==> config.mk <==
export PLATFORM = sky130hd
export DESIGN_NAME = received_packet_range_tracker_core
export DESIGN_NICKNAME = d
export VERILOG_FILES = /design/src/design/rprt_pkg.sv /design/src/design/rprt_ram.sv /design/src/design/received_packet_range_tracker_core.sv
export SDC_FILE = /design/constraint.sdc
export NUM_CORES = 2
export LEC_CHECK = 0
export ABC_AREA = 0
export BUFFER_PORTS_ARGS = -buffer_cell sky130_fd_sc_hd__buf_2
export CORE_UTILIZATION = 25
export CTS_CLUSTER_SIZE = 30
export DETAILED_ROUTE_END_ITERATION = 7
export SLEW_MARGIN = 5
export SYNTH_ARGS = -nofsm -noshare
export SYNTH_HDL_FRONTEND = slang
export SYNTH_HIERARCHICAL = 1
export SYNTH_SLANG_ARGS = --single-unit
==> constraint.sdc <==
create_clock -name clk -period 26.7 [get_ports clk]
set_input_delay 6.675 -clock clk [delete_from_list [all_inputs] [get_ports clk]]
set_output_delay 6.675 -clock clk [all_outputs]
set_load 0.05 [all_outputs]
==> src/design/rprt_pkg.sv <==
// Package for the received packet range tracker.
// Holds the shared constants, the action and status codes and the sequencer state type.
// No dependencies.
package rprt_pkg;

    // Field width on the ports, fixed by the item format
    localparam int PN_W = 62;
    // Widest packet number the parameter range allows
    localparam int PN_MAX_W = 64;

    // Parameter defaults
    localparam int MAX_RANGES_DEF = 32;
    localparam int PN_BITS_DEF = 62;

    // Action codes
    localparam logic [1:0] ACT_RECORD = 2'd0;
    localparam logic [1:0] ACT_DELETE = 2'd1;
    localparam logic [1:0] ACT_ACK    = 2'd2;

    // Status codes
    localparam logic [1:0] STAT_OK    = 2'd0;
    localparam logic [1:0] STAT_DUP   = 2'd1;
    localparam logic [1:0] STAT_FULL  = 2'd2;
    localparam logic [1:0] STAT_EMPTY = 2'd3;

    // Sequencer states
    typedef enum logic [3:0] {
        ST_IDLE,
        ST_R_CHK,
        ST_M_CHK,
        ST_X_READ,
        ST_X_WRITE,
        ST_I_READ,
        ST_I_WRITE,
        ST_D_READ,
        ST_D_CHK,
        ST_A_EMIT,
        ST_PUT
    } st_t;

endpackage

==> src/design/rprt_ram.sv <==
// Generic simple dual-port RAM: one write port, one read port, registered read data.
// Read data holds while the read enable is low. No dependencies.
module rprt_ram #(
    parameter int WIDTH = 8,
    parameter int DEPTH = 16
) (
    input  logic                     clk,
    input  logic                     we,
    input  logic [$clog2(DEPTH)-1:0] waddr,
    input  logic [WIDTH-1:0]         wdata,
    input  logic                     re,
    input  logic [$clog2(DEPTH)-1:0] raddr,
    output logic [WIDTH-1:0]         rdata
);

    logic [WIDTH-1:0] mem [DEPTH];
    logic [WIDTH-1:0] rdata_reg;

    // Write port
    always_ff @(posedge clk)
    begin
        if (we)
        begin
            mem[waddr] <= wdata;
        end
    end

    // Registered read port
    always_ff @(posedge clk)
    begin
        if (re)
        begin
            rdata_reg <= mem[raddr];
        end
    end

    assign rdata = rdata_reg;

endmodule

==> src/design/received_packet_range_tracker_core.sv <==
// Received packet range tracker. Keeps up to MAX_RANGES disjoint packet-number intervals,
// sorted by number, in one RAM (one entry holds low and high bound), and runs one beat at
// a time through a sequencer that reads, modifies and writes back entries. A record beat
// walks the table from the top, one interval at a time; inserting a new interval then
// moves every entry above it up one slot, and a merge moves the entries above the
// removed slot down likewise. A delete-below beat drops every interval that lies wholly
// below the number, and each drop moves the rest of the table down one slot.
// An ack beat emits one result beat per cycle while the output is not stalled, one per
// interval, highest first, after a RAM read. Every record and delete beat answers with
// one result; an unused action code is dropped with no result. in_stall is high while
// a beat is in progress; results leave through an output register so a new beat can be
// taken while the last result waits. No clearing pass is needed.
module received_packet_range_tracker_core
    import rprt_pkg::*;
#(
    parameter int MAX_RANGES = rprt_pkg::MAX_RANGES_DEF,
    parameter int PN_BITS    = rprt_pkg::PN_BITS_DEF
) (
    input  logic                      clk,
    input  logic                      rst_n,
    input  logic                      in_valid,
    output logic                      in_stall,
    input  logic [1:0]                action,
    input  logic [rprt_pkg::PN_W-1:0] packet_number,
    output logic                      out_valid,
    input  logic                      out_stall,
    output logic [1:0]                status,
    output logic [rprt_pkg::PN_W-1:0] range_start,
    output logic [rprt_pkg::PN_W-1:0] range_end,
    output logic                      last
);

    localparam int IDX_W = $clog2(MAX_RANGES);
    localparam int CNT_W = $clog2(MAX_RANGES + 1);
    localparam int ENT_W = 2 * PN_BITS;
    localparam logic [PN_BITS-1:0] PN_MASK = {PN_BITS{1'b1}};
    localparam logic [CNT_W-1:0] CNT_MAX = CNT_W'(MAX_RANGES);

    st_t state_reg, state_next;
    logic [PN_BITS-1:0] pn_reg, pn_next;
    logic [PN_BITS-1:0] floor_reg, floor_next;
    logic [CNT_W-1:0]   cnt_reg, cnt_next;
    logic [IDX_W-1:0]   i_reg, i_next;
    logic [IDX_W-1:0]   j_reg, j_next;
    logic [IDX_W-1:0]   tgt_reg, tgt_next;
    logic [PN_BITS-1:0] cur_lo_reg, cur_lo_next;
    logic [PN_BITS-1:0] cur_hi_reg, cur_hi_next;
    logic [1:0]         pend_reg, pend_next;
    logic               from_del_reg, from_del_next;

    logic                  out_valid_reg, out_valid_next;
    logic [1:0]            status_reg, status_next;
    logic [PN_W-1:0]       start_reg, start_next;
    logic [PN_W-1:0]       end_reg, end_next;
    logic                  last_reg, last_next;

    // RAM port signals
    logic             ram_we, ram_re;
    logic [IDX_W-1:0] ram_waddr, ram_raddr;
    logic [ENT_W-1:0] ram_wdata, ram_rdata;

    logic [PN_MAX_W-1:0] pin_ext, rlo_ext, rhi_ext;
    logic [PN_BITS-1:0]  p_in, rlo, rhi;
    logic                can_put;

    rprt_ram #(
        .WIDTH(ENT_W),
        .DEPTH(MAX_RANGES)
    ) u_ram (
        .clk  (clk),
        .we   (ram_we),
        .waddr(ram_waddr),
        .wdata(ram_wdata),
        .re   (ram_re),
        .raddr(ram_raddr),
        .rdata(ram_rdata)
    );

    // Field views and width adaption
    assign pin_ext = PN_MAX_W'(packet_number);
    assign p_in    = pin_ext[PN_BITS-1:0];
    assign rlo     = ram_rdata[ENT_W-1:PN_BITS];
    assign rhi     = ram_rdata[PN_BITS-1:0];
    assign rlo_ext = PN_MAX_W'(rlo);
    assign rhi_ext = PN_MAX_W'(rhi);
    assign can_put = !out_valid_reg || !out_stall;

    // State and payload registers
    always_ff @(posedge clk or negedge rst_n)
    begin
        if (!rst_n)
        begin
            state_reg     <= ST_IDLE;
            floor_reg     <= '0;
            cnt_reg       <= '0;
            out_valid_reg <= 1'b0;
        end
        else
        begin
            state_reg     <= state_next;
            floor_reg     <= floor_next;
            cnt_reg       <= cnt_next;
            out_valid_reg <= out_valid_next;
        end
    end

    always_ff @(posedge clk)
    begin
        pn_reg       <= pn_next;
        i_reg        <= i_next;
        j_reg        <= j_next;
        tgt_reg      <= tgt_next;
        cur_lo_reg   <= cur_lo_next;
        cur_hi_reg   <= cur_hi_next;
        pend_reg     <= pend_next;
        from_del_reg <= from_del_next;
        status_reg   <= status_next;
        start_reg    <= start_next;
        end_reg      <= end_next;
        last_reg     <= last_next;
    end

    // Sequencer
    always_comb
    begin
        state_next    = state_reg;
        pn_next       = pn_reg;
        floor_next    = floor_reg;
        cnt_next      = cnt_reg;
        i_next        = i_reg;
        j_next        = j_reg;
        tgt_next      = tgt_reg;
        cur_lo_next   = cur_lo_reg;
        cur_hi_next   = cur_hi_reg;
        pend_next     = pend_reg;
        from_del_next = from_del_reg;
        status_next   = status_reg;
        start_next    = start_reg;
        end_next      = end_reg;
        last_next     = last_reg;
        ram_we        = 1'b0;
        ram_waddr     = '0;
        ram_wdata     = '0;
        ram_re        = 1'b0;
        ram_raddr     = '0;

        // Output register drains when taken
        out_valid_next = out_valid_reg && out_stall;

        unique case (state_reg)
            ST_IDLE:
            begin
                if (in_valid)
                begin
                    pn_next = p_in;
                    case (action)
                        ACT_RECORD:
                        begin
                            if (cnt_reg == '0)
                            begin
                                tgt_next   = '0;
                                j_next     = '0;
                                state_next = ST_I_READ;
                            end
                            else
                            begin
                                i_next     = IDX_W'(cnt_reg - CNT_W'(1));
                                ram_re     = 1'b1;
                                ram_raddr  = IDX_W'(cnt_reg - CNT_W'(1));
                                state_next = ST_R_CHK;
                            end
                        end
                        ACT_DELETE:
                        begin
                            pend_next = STAT_OK;
                            if (p_in <= floor_reg)
                            begin
                                state_next = ST_PUT;
                            end
                            else
                            begin
                                floor_next = p_in;
                                state_next = ST_D_READ;
                            end
                        end
                        ACT_ACK:
                        begin
                            if (cnt_reg == '0)
                            begin
                                pend_next  = STAT_EMPTY;
                                state_next = ST_PUT;
                            end
                            else
                            begin
                                i_next     = IDX_W'(cnt_reg - CNT_W'(1));
                                ram_re     = 1'b1;
                                ram_raddr  = IDX_W'(cnt_reg - CNT_W'(1));
                                state_next = ST_A_EMIT;
                            end
                        end
                        default:
                        begin
                            state_next = ST_IDLE;
                        end
                    endcase
                end
            end

            // Walk down from the top interval
            ST_R_CHK:
            begin
                pend_next = STAT_OK;
                if (rlo <= pn_reg && pn_reg <= rhi)
                begin
                    pend_next  = STAT_DUP;
                    state_next = ST_PUT;
                end
                else if ((pn_reg != '0 && rhi == pn_reg - PN_BITS'(1)) ||
                         (pn_reg != PN_MASK && rlo == pn_reg + PN_BITS'(1)))
                begin
                    // Extend this interval up or down
                    if (pn_reg != '0 && rhi == pn_reg - PN_BITS'(1))
                    begin
                        cur_lo_next = rlo;
                        cur_hi_next = pn_reg;
                    end
                    else
                    begin
                        cur_lo_next = pn_reg;
                        cur_hi_next = rhi;
                    end
                    ram_we    = 1'b1;
                    ram_waddr = i_reg;
                    ram_wdata = {cur_lo_next, cur_hi_next};
                    if (i_reg != '0)
                    begin
                        ram_re     = 1'b1;
                        ram_raddr  = i_reg - IDX_W'(1);
                        state_next = ST_M_CHK;
                    end
                    else
                    begin
                        state_next = ST_PUT;
                    end
                end
                else if (pn_reg > rhi || i_reg == '0)
                begin
                    // New single-number interval above this one, or at the bottom
                    if (cnt_reg >= CNT_MAX)
                    begin
                        pend_next  = STAT_FULL;
                        state_next = ST_PUT;
                    end
                    else
                    begin
                        tgt_next   = (pn_reg > rhi) ? i_reg + IDX_W'(1) : '0;
                        j_next     = IDX_W'(cnt_reg);
                        state_next = ST_I_READ;
                    end
                end
                else
                begin
                    ram_re    = 1'b1;
                    ram_raddr = i_reg - IDX_W'(1);
                    i_next    = i_reg - IDX_W'(1);
                end
            end

            // Merge with the lower neighbour when they touch
            ST_M_CHK:
            begin
                if (rhi != PN_MASK && rhi + PN_BITS'(1) == cur_lo_reg)
                begin
                    ram_we        = 1'b1;
                    ram_waddr     = i_reg - IDX_W'(1);
                    ram_wdata     = {rlo, cur_hi_reg};
                    j_next        = i_reg;
                    from_del_next = 1'b0;
                    state_next    = ST_X_READ;
                end
                else
                begin
                    state_next = ST_PUT;
                end
            end

            // Remove slot j: move entries above it down by one
            ST_X_READ:
            begin
                if (CNT_W'(j_reg) + CNT_W'(1) < cnt_reg)
                begin
                    ram_re     = 1'b1;
                    ram_raddr  = j_reg + IDX_W'(1);
                    state_next = ST_X_WRITE;
                end
                else
                begin
                    cnt_next   = cnt_reg - CNT_W'(1);
                    state_next = from_del_reg ? ST_D_READ : ST_PUT;
                end
            end

            ST_X_WRITE:
            begin
                ram_we     = 1'b1;
                ram_waddr  = j_reg;
                ram_wdata  = ram_rdata;
                j_next     = j_reg + IDX_W'(1);
                state_next = ST_X_READ;
            end

            // Insert at tgt: move entries from tgt upward by one, top first
            ST_I_READ:
            begin
                if (j_reg > tgt_reg)
                begin
                    ram_re     = 1'b1;
                    ram_raddr  = j_reg - IDX_W'(1);
                    state_next = ST_I_WRITE;
                end
                else
                begin
                    ram_we     = 1'b1;
                    ram_waddr  = tgt_reg;
                    ram_wdata  = {pn_reg, pn_reg};
                    cnt_next   = cnt_reg + CNT_W'(1);
                    pend_next  = STAT_OK;
                    state_next = ST_PUT;
                end
            end

            ST_I_WRITE:
            begin
                ram_we     = 1'b1;
                ram_waddr  = j_reg;
                ram_wdata  = ram_rdata;
                j_next     = j_reg - IDX_W'(1);
                state_next = ST_I_READ;
            end

            // Delete-below: look at the lowest interval
            ST_D_READ:
            begin
                if (cnt_reg == '0)
                begin
                    state_next = ST_PUT;
                end
                else
                begin
                    ram_re     = 1'b1;
                    ram_raddr  = '0;
                    state_next = ST_D_CHK;
                end
            end

            ST_D_CHK:
            begin
                if (rhi < pn_reg)
                begin
                    j_next        = '0;
                    from_del_next = 1'b1;
                    state_next    = ST_X_READ;
                end
                else
                begin
                    if (pn_reg > rlo)
                    begin
                        ram_we    = 1'b1;
                        ram_waddr = '0;
                        ram_wdata = {pn_reg, rhi};
                    end
                    state_next = ST_PUT;
                end
            end

            // Ack: one result beat per interval, highest first
            ST_A_EMIT:
            begin
                if (can_put)
                begin
                    out_valid_next = 1'b1;
                    status_next    = STAT_OK;
                    start_next     = rlo_ext[PN_W-1:0];
                    end_next       = rhi_ext[PN_W-1:0];
                    last_next      = (i_reg == '0);
                    if (i_reg == '0)
                    begin
                        state_next = ST_IDLE;
                    end
                    else
                    begin
                        ram_re    = 1'b1;
                        ram_raddr = i_reg - IDX_W'(1);
                        i_next    = i_reg - IDX_W'(1);
                    end
                end
            end

            // Single result beat for record, delete-below and an ack on an empty table
            ST_PUT:
            begin
                if (can_put)
                begin
                    out_valid_next = 1'b1;
                    status_next    = pend_reg;
                    start_next     = '0;
                    end_next       = '0;
                    last_next      = 1'b1;
                    state_next     = ST_IDLE;
                end
            end

            default:
            begin
                state_next = ST_IDLE;
            end
        endcase
    end

    assign in_stall    = (state_reg != ST_IDLE);
    assign out_valid   = out_valid_reg;
    assign status      = status_reg;
    assign range_start = start_reg;
    assign range_end   = end_reg;
    assign last        = last_reg;

endmodule

# == After elaboration in Yosys (flattened, before gate mapping) ==
# Memories as Yosys holds them, arrays and structs flattened. A register that Yosys moved wholly into a read port is not among the register bits.
# Index checks and enable logic that the tools add are counted.
# op_classes
addsub,10
n_lt_le_gt_ge,9
n_eq_ne,38
n_mux,120
bitwise,2
reduce_logical,38
# op_table
op,count
$mux W124,6
$pmux W124 S5,1
$mux W62,5
$pmux W62 S2,2
$eq A62 B62 Y1,3
$le A62 B62 Y1,3
$mux W5,37
$add A62 B1 Y62 const B,2
$gt A62 B62 Y1,2
$ne A62 B62 Y1 const B,2
$lt A62 B62 Y1,1
$reduce_bool A62 Y1,1
$sub A62 B1 Y62 const B,1
$mux W4,15
$pmux W4 S11,1
$ne A2 B2 Y1 const B,17
$pmux W5 S6,1
$mux W1,25
$pmux W5 S5,1
$mux W2,11
$pmux W5 S4,1
$eq A4 B3 Y1 const B,4
$pmux W5 S3,1
$eq A4 B4 Y1 const B,3
other kinds (47),71
# totals
reg_bits,404
mem_bits_rw,3968
in_bits,68
output_inout_bits,129
wordCells,234
n_memories,1
# mem_list
memory,words,width,rd,rd_clocked_by_memory_dff,wr,line,rtl
u_ram.mem,32,124,1,1,1,rprt_ram.sv:16,logic [WIDTH-1:0] mem [DEPTH];

# == Logic depth before layout (Yosys ltp) ==
# depth
ltp_word,9
depth_mapped,24
mapped_depth_nobuf,18

# == By module ==
# The synthesis kept the hierarchy.
# modules_own_cells
module,instances,cells_each,area_each_um2,seq_area_each_um2
rprt_ram,1,7212,154316.8,122877.8
received_packet_range_tracker_core,1,3195,29577.1,11766.3

# == Least setup slack after synthesis ==
# Ideal clock, no wire load.
# synth_timing
path_kind,input to register
from,input port out_stall
to,register last_reg (netlist: last) (enable)
arrival_ns,12.655
required_ns,26.045
path_slack_ns,13.390
cell_stages,1
path_cell_list,a21oi_1
# synth_between
elab_chain_len,4
# synth_rtl
element,line,rtl
start: declaration,received_packet_range_tracker_core.sv:26,"input logic out_stall,"
$logic_not A1 Y1 (*),received_packet_range_tracker_core.sv:86,assign can_put = !out_valid_reg || !out_stall;
$logic_or A1 B1 Y1 (*),received_packet_range_tracker_core.sv:86,
$ne A2 B2 Y1 (no source line),-,
$reduce_and A3 Y1 (no source line) (*),-,
end signal: assignment,received_packet_range_tracker_core.sv:120,last_reg <= last_next;
end: declaration,received_packet_range_tracker_core.sv:55,"logic last_reg, last_next;"
# Every way passes the cells marked *; elsewhere a longest branch is shown, timed or not.
# A chain may end at the register's enable or synchronous reset.

# == Worst setup path in the final report ==
# layout_timing
from,input port in_valid
to,"register u_ram.rdata_reg[42] (netlist: u_ram/rdata[42]), read port of u_ram.mem, data pin"
# layout_between
elab_chain_len,2
# layout_rtl
element,line,rtl
start: declaration,received_packet_range_tracker_core.sv:21,"input logic in_valid,"
$mux W5,received_packet_range_tracker_core.sv:153,if (in_valid)
$pmux W5 S5,received_packet_range_tracker_core.sv:150,unique case (state_reg)
named net ram_raddr[2],received_packet_range_tracker_core.sv:59,"logic [IDX_W-1:0] ram_waddr, ram_raddr;"
end: declaration,rprt_ram.sv:17,logic [WIDTH-1:0] rdata_reg;
# The timed path passes the listed nets, and every way through them passes these cells.

==> impl_metrics.env <==
export IMPL_track_usage_pct=16.6
export IMPL_postLayoutCoreUtil_pct=29.1
export IMPL_startpoint_type="input port"
export IMPL_cp_required_ns=27.61
export IMPL_cts_buffers=463
export IMPL_start_util_pct=25.1
export IMPL_post_cts_buffers=0
export IMPL_dieWidth_um=860
export IMPL_finalSetupTns_ns=0
export IMPL_status="complete, but fails checks"
export IMPL_ys_types=93
export IMPL_grt_antenna_before_repair=73
export IMPL_tritoncts="built"
export IMPL_synth_xor_area_share_pct=1.28
export IMPL_crit_path_top_delay_cell="buf_4"
export IMPL_relSlewSlack_pct=-4.23
export IMPL_drv_slew=10
export IMPL_cts_max_path_buffers=4
export IMPL_power_density_nw_per_um2=109
export IMPL_overflow=0
export IMPL_final_common_cell="edfxtp_1"
export IMPL_hold_viol=0
export IMPL_postRouteAntennaNets=0
export IMPL_ir_drop_uv=119
export IMPL_layout_common_cells="edfxtp_1, mux2i_1, a22oi_1, mux4_2, clkbuf_16"
export IMPL_cts_sinks=4496
export IMPL_synth_top_flop_cell="edfxtp_1"
export IMPL_dp_hpwl_um=367000
export IMPL_avgRoutedWirePerCell_um=30.4
export IMPL_rsz0062_at_grt="false"
export IMPL_vias_per_cell=5.15
export IMPL_tightestPinTransition_ns=1.56
export IMPL_firstDrtPassIters=8
export IMPL_synth_fa_ha_area_share_pct=1.42
export IMPL_hold_buffers=0
export IMPL_worstPathArrival_ns=12.77
export IMPL_setup_viol=0
export IMPL_final_period_utilization_pct=44.4
export IMPL_setup_ws_ns=14.84
export IMPL_largest_reg_flops=3968
export IMPL_crit_fanout=45
export IMPL_first_global_vias=102792
export IMPL_die_area_um2=739000
export IMPL_violations="max-capacitance violations, max-slew violations"
export IMPL_max_stage_delay_ns=0.72
export IMPL_syn_inst=10407
export IMPL_synthArstFlopShare_pct=1.62
export IMPL_endpoint_kind="flip-flop"
export IMPL_route_detailed_drc=0
export IMPL_power_mw=23.3
export IMPL_drt_iter0_drc=16519
export IMPL_clk_latency_ns=1.19
export IMPL_ys_seq_elements=4496
export IMPL_cts_htree_levels=5
export IMPL_grt_util_met1_pct=22.9
export IMPL_synth_compound_area_share_pct=5.96
export IMPL_crit_top_cell="buf_4"
export IMPL_rows=314
export IMPL_yosys_warnings=6
export IMPL_yosysSeqAreaShare_pct=73.2
export IMPL_grt_pass1_wl_um=865000
export IMPL_fmax_ghz=0.0843
export IMPL_drive_gt1_share_pct=17.3
export IMPL_synth_area_per_cell_um2=17.7
export IMPL_cts_clk_slew_worst_paths_ns=0.06
export IMPL_met2_usage_pct=25.0
export IMPL_dieHeight_um=860
export IMPL_via_count=108582
export IMPL_muxShareOfSynthArea_pct=11.9
export IMPL_nFillCells=71958
export IMPL_synth_edf_count=4423
export IMPL_core_area_um2=732000
export IMPL_pre_cts_ws_ns=13.80
export IMPL_grt_start_max_net_pins=120
export IMPL_ioPinCount=197
export IMPL_syn_area_um2=184000
export IMPL_numPortBuffers=196
export IMPL_drv_cap=1
export IMPL_synth_nets=10683
export IMPL_cts_resized=0
export IMPL_cts_root_buf="clkbuf_16"
export IMPL_path_class="input port to flip-flop"
export IMPL_syn_to_final_growth_pct=15.8
export IMPL_synth_top_family_by_area="multiplexers"
export IMPL_gp_congestion=0.931
export IMPL_met3_usage_pct=4.45
export IMPL_nNetsFinal=11123
export IMPL_synth_simple_gate_area_share_pct=4.01
export IMPL_worstPathCellList="buf_2 > nand2_1 > nor3_1 > a211oi_1 > o21ai_4 > buf_4 > buf_4 > buf_4 > buf_4 > buf_4 > buf_4 > mux4_2 > a22o_1 > a31oi_1 > nand3_1"
export IMPL_finalCriticalPeriod_ns=11.86
export IMPL_leakagePower_nw=67.2
export IMPL_skew_ns=0.210
export IMPL_top_usage_layer="met2"
export IMPL_hp_class="flip-flop to flip-flop"
export IMPL_wl_um=641000
-- metrics by stage --
step / cell area, µm² / hold slack (ns) / instances
global placement: 198000 / 0.468 / 20178
floorplan: 184000 / 0.454 / 10407
CTS: 213000 / 0.490 / 21030
finish: 213000 / 0.490 / 21098
detailed placement: 198000 / 0.477 / 20178
global route: 213000 / 0.510 / 21060
-- Yosys cell counts, types with 48 or more instances --
| master | n | share of area [%] |
|---|---|---|
| edfxtp_1 | 4423 | 72 |
| mux2i_1 | 1002 | 5.5 |
| a22oi_1 | 735 | 3.0 |
| mux4_2 | 496 | 6.1 |
| nand3_1 | 343 | 0.93 |
| inv_1 | 285 | 0.58 |
| nor2_1 | 277 | 0.57 |
| clkbuf_1 | 269 | 0.55 |
| nand2_1 | 258 | 0.53 |
| o21ai_0 | 211 | 0.57 |
| ha_1 | 208 | 1.4 |
| buf_2 | 198 | 0.54 |
| xnor2_1 | 162 | 0.77 |
| nand4_1 | 161 | 0.55 |
| a22o_1 | 135 | 0.64 |
| a21oi_1 | 107 | 0.29 |
| xor2_1 | 106 | 0.50 |
| nor3_1 | 100 | 0.27 |
| a31oi_1 | 86 | 0.29 |
| dfrtp_1 | 73 | 0.99 |
| mux2_2 | 63 | 0.39 |
| o21ai_1 | 61 | 0.17 |
| buf_4 | 59 | 0.24 |
| nor4_1 | 54 | 0.18 |
| a21o_1 | 48 | 0.20 |
-- metal layers --
metal	share of wire [%]	up-vias
met5	0.024	-
met1	39	57182
met4	4.3	24
met3	13	1253
met2	44	7070
li1	-	43053
-- area by class of cell --
class	instances	area [µm²]	share of cell area (%)
tap	9796	12300	5.75
clock buffer	581	12100	5.68
timing repair buffer	571	4050	1.90
sequential	4496	135000	63.2
clock inverter	271	2750	1.29
antenna	68	170	0.0799
inverter	285	1080	0.505
multi-input combinational	5030	45900	21.6
-- final timing paths --
path                                           from                         to  slack [ns]  cells past startpoint
max in group asynchronous                     rst_n  floor_reg[57]$_DFFE_PN0P_       19.66                      2
setup / recovery                           in_valid  u_ram/rdata[42]$_DFFE_PP_       14.84                     15
hold reg to reg            floor_reg[0]$_DFFE_PN0P_   floor_reg[0]$_DFFE_PN0P_        0.49                      2
hold / removal             floor_reg[0]$_DFFE_PN0P_   floor_reg[0]$_DFFE_PN0P_        0.49                      2
setup reg to reg                pn_reg[3]$_DFFE_PP_  u_ram/rdata[42]$_DFFE_PP_       15.66                     22
min in group asynchronous                     rst_n  floor_reg[40]$_DFFE_PN0P_        5.71                      1
-- critical path: cells and delay by family --
kind / cells / cell delay, ns
buf+inv: 7 / 3.88
compound gates: 4 / 0.84
simple gates: 3 / 0.76
mux: 1 / 0.42
-- power by group --
group / switching [mW] / internal, mW / total [mW]
Combinational: 5.20 / 2.64 / 7.85
Sequential: 0.441 / 8.63 / 9.07
Clock: 2.84 / 3.52 / 6.36
Total: 8.49 / 14.8 / 23.3
-- cells by family after synthesis --
logic type      count (synthesis)
simple gates                 1436
buf+inv                       881
flops                        4496
fa+ha+maj                     208
xor+xnor                      268
compound gates               1557
mux                          1561
No activity file was read; power rests on OpenSTA's default activity.
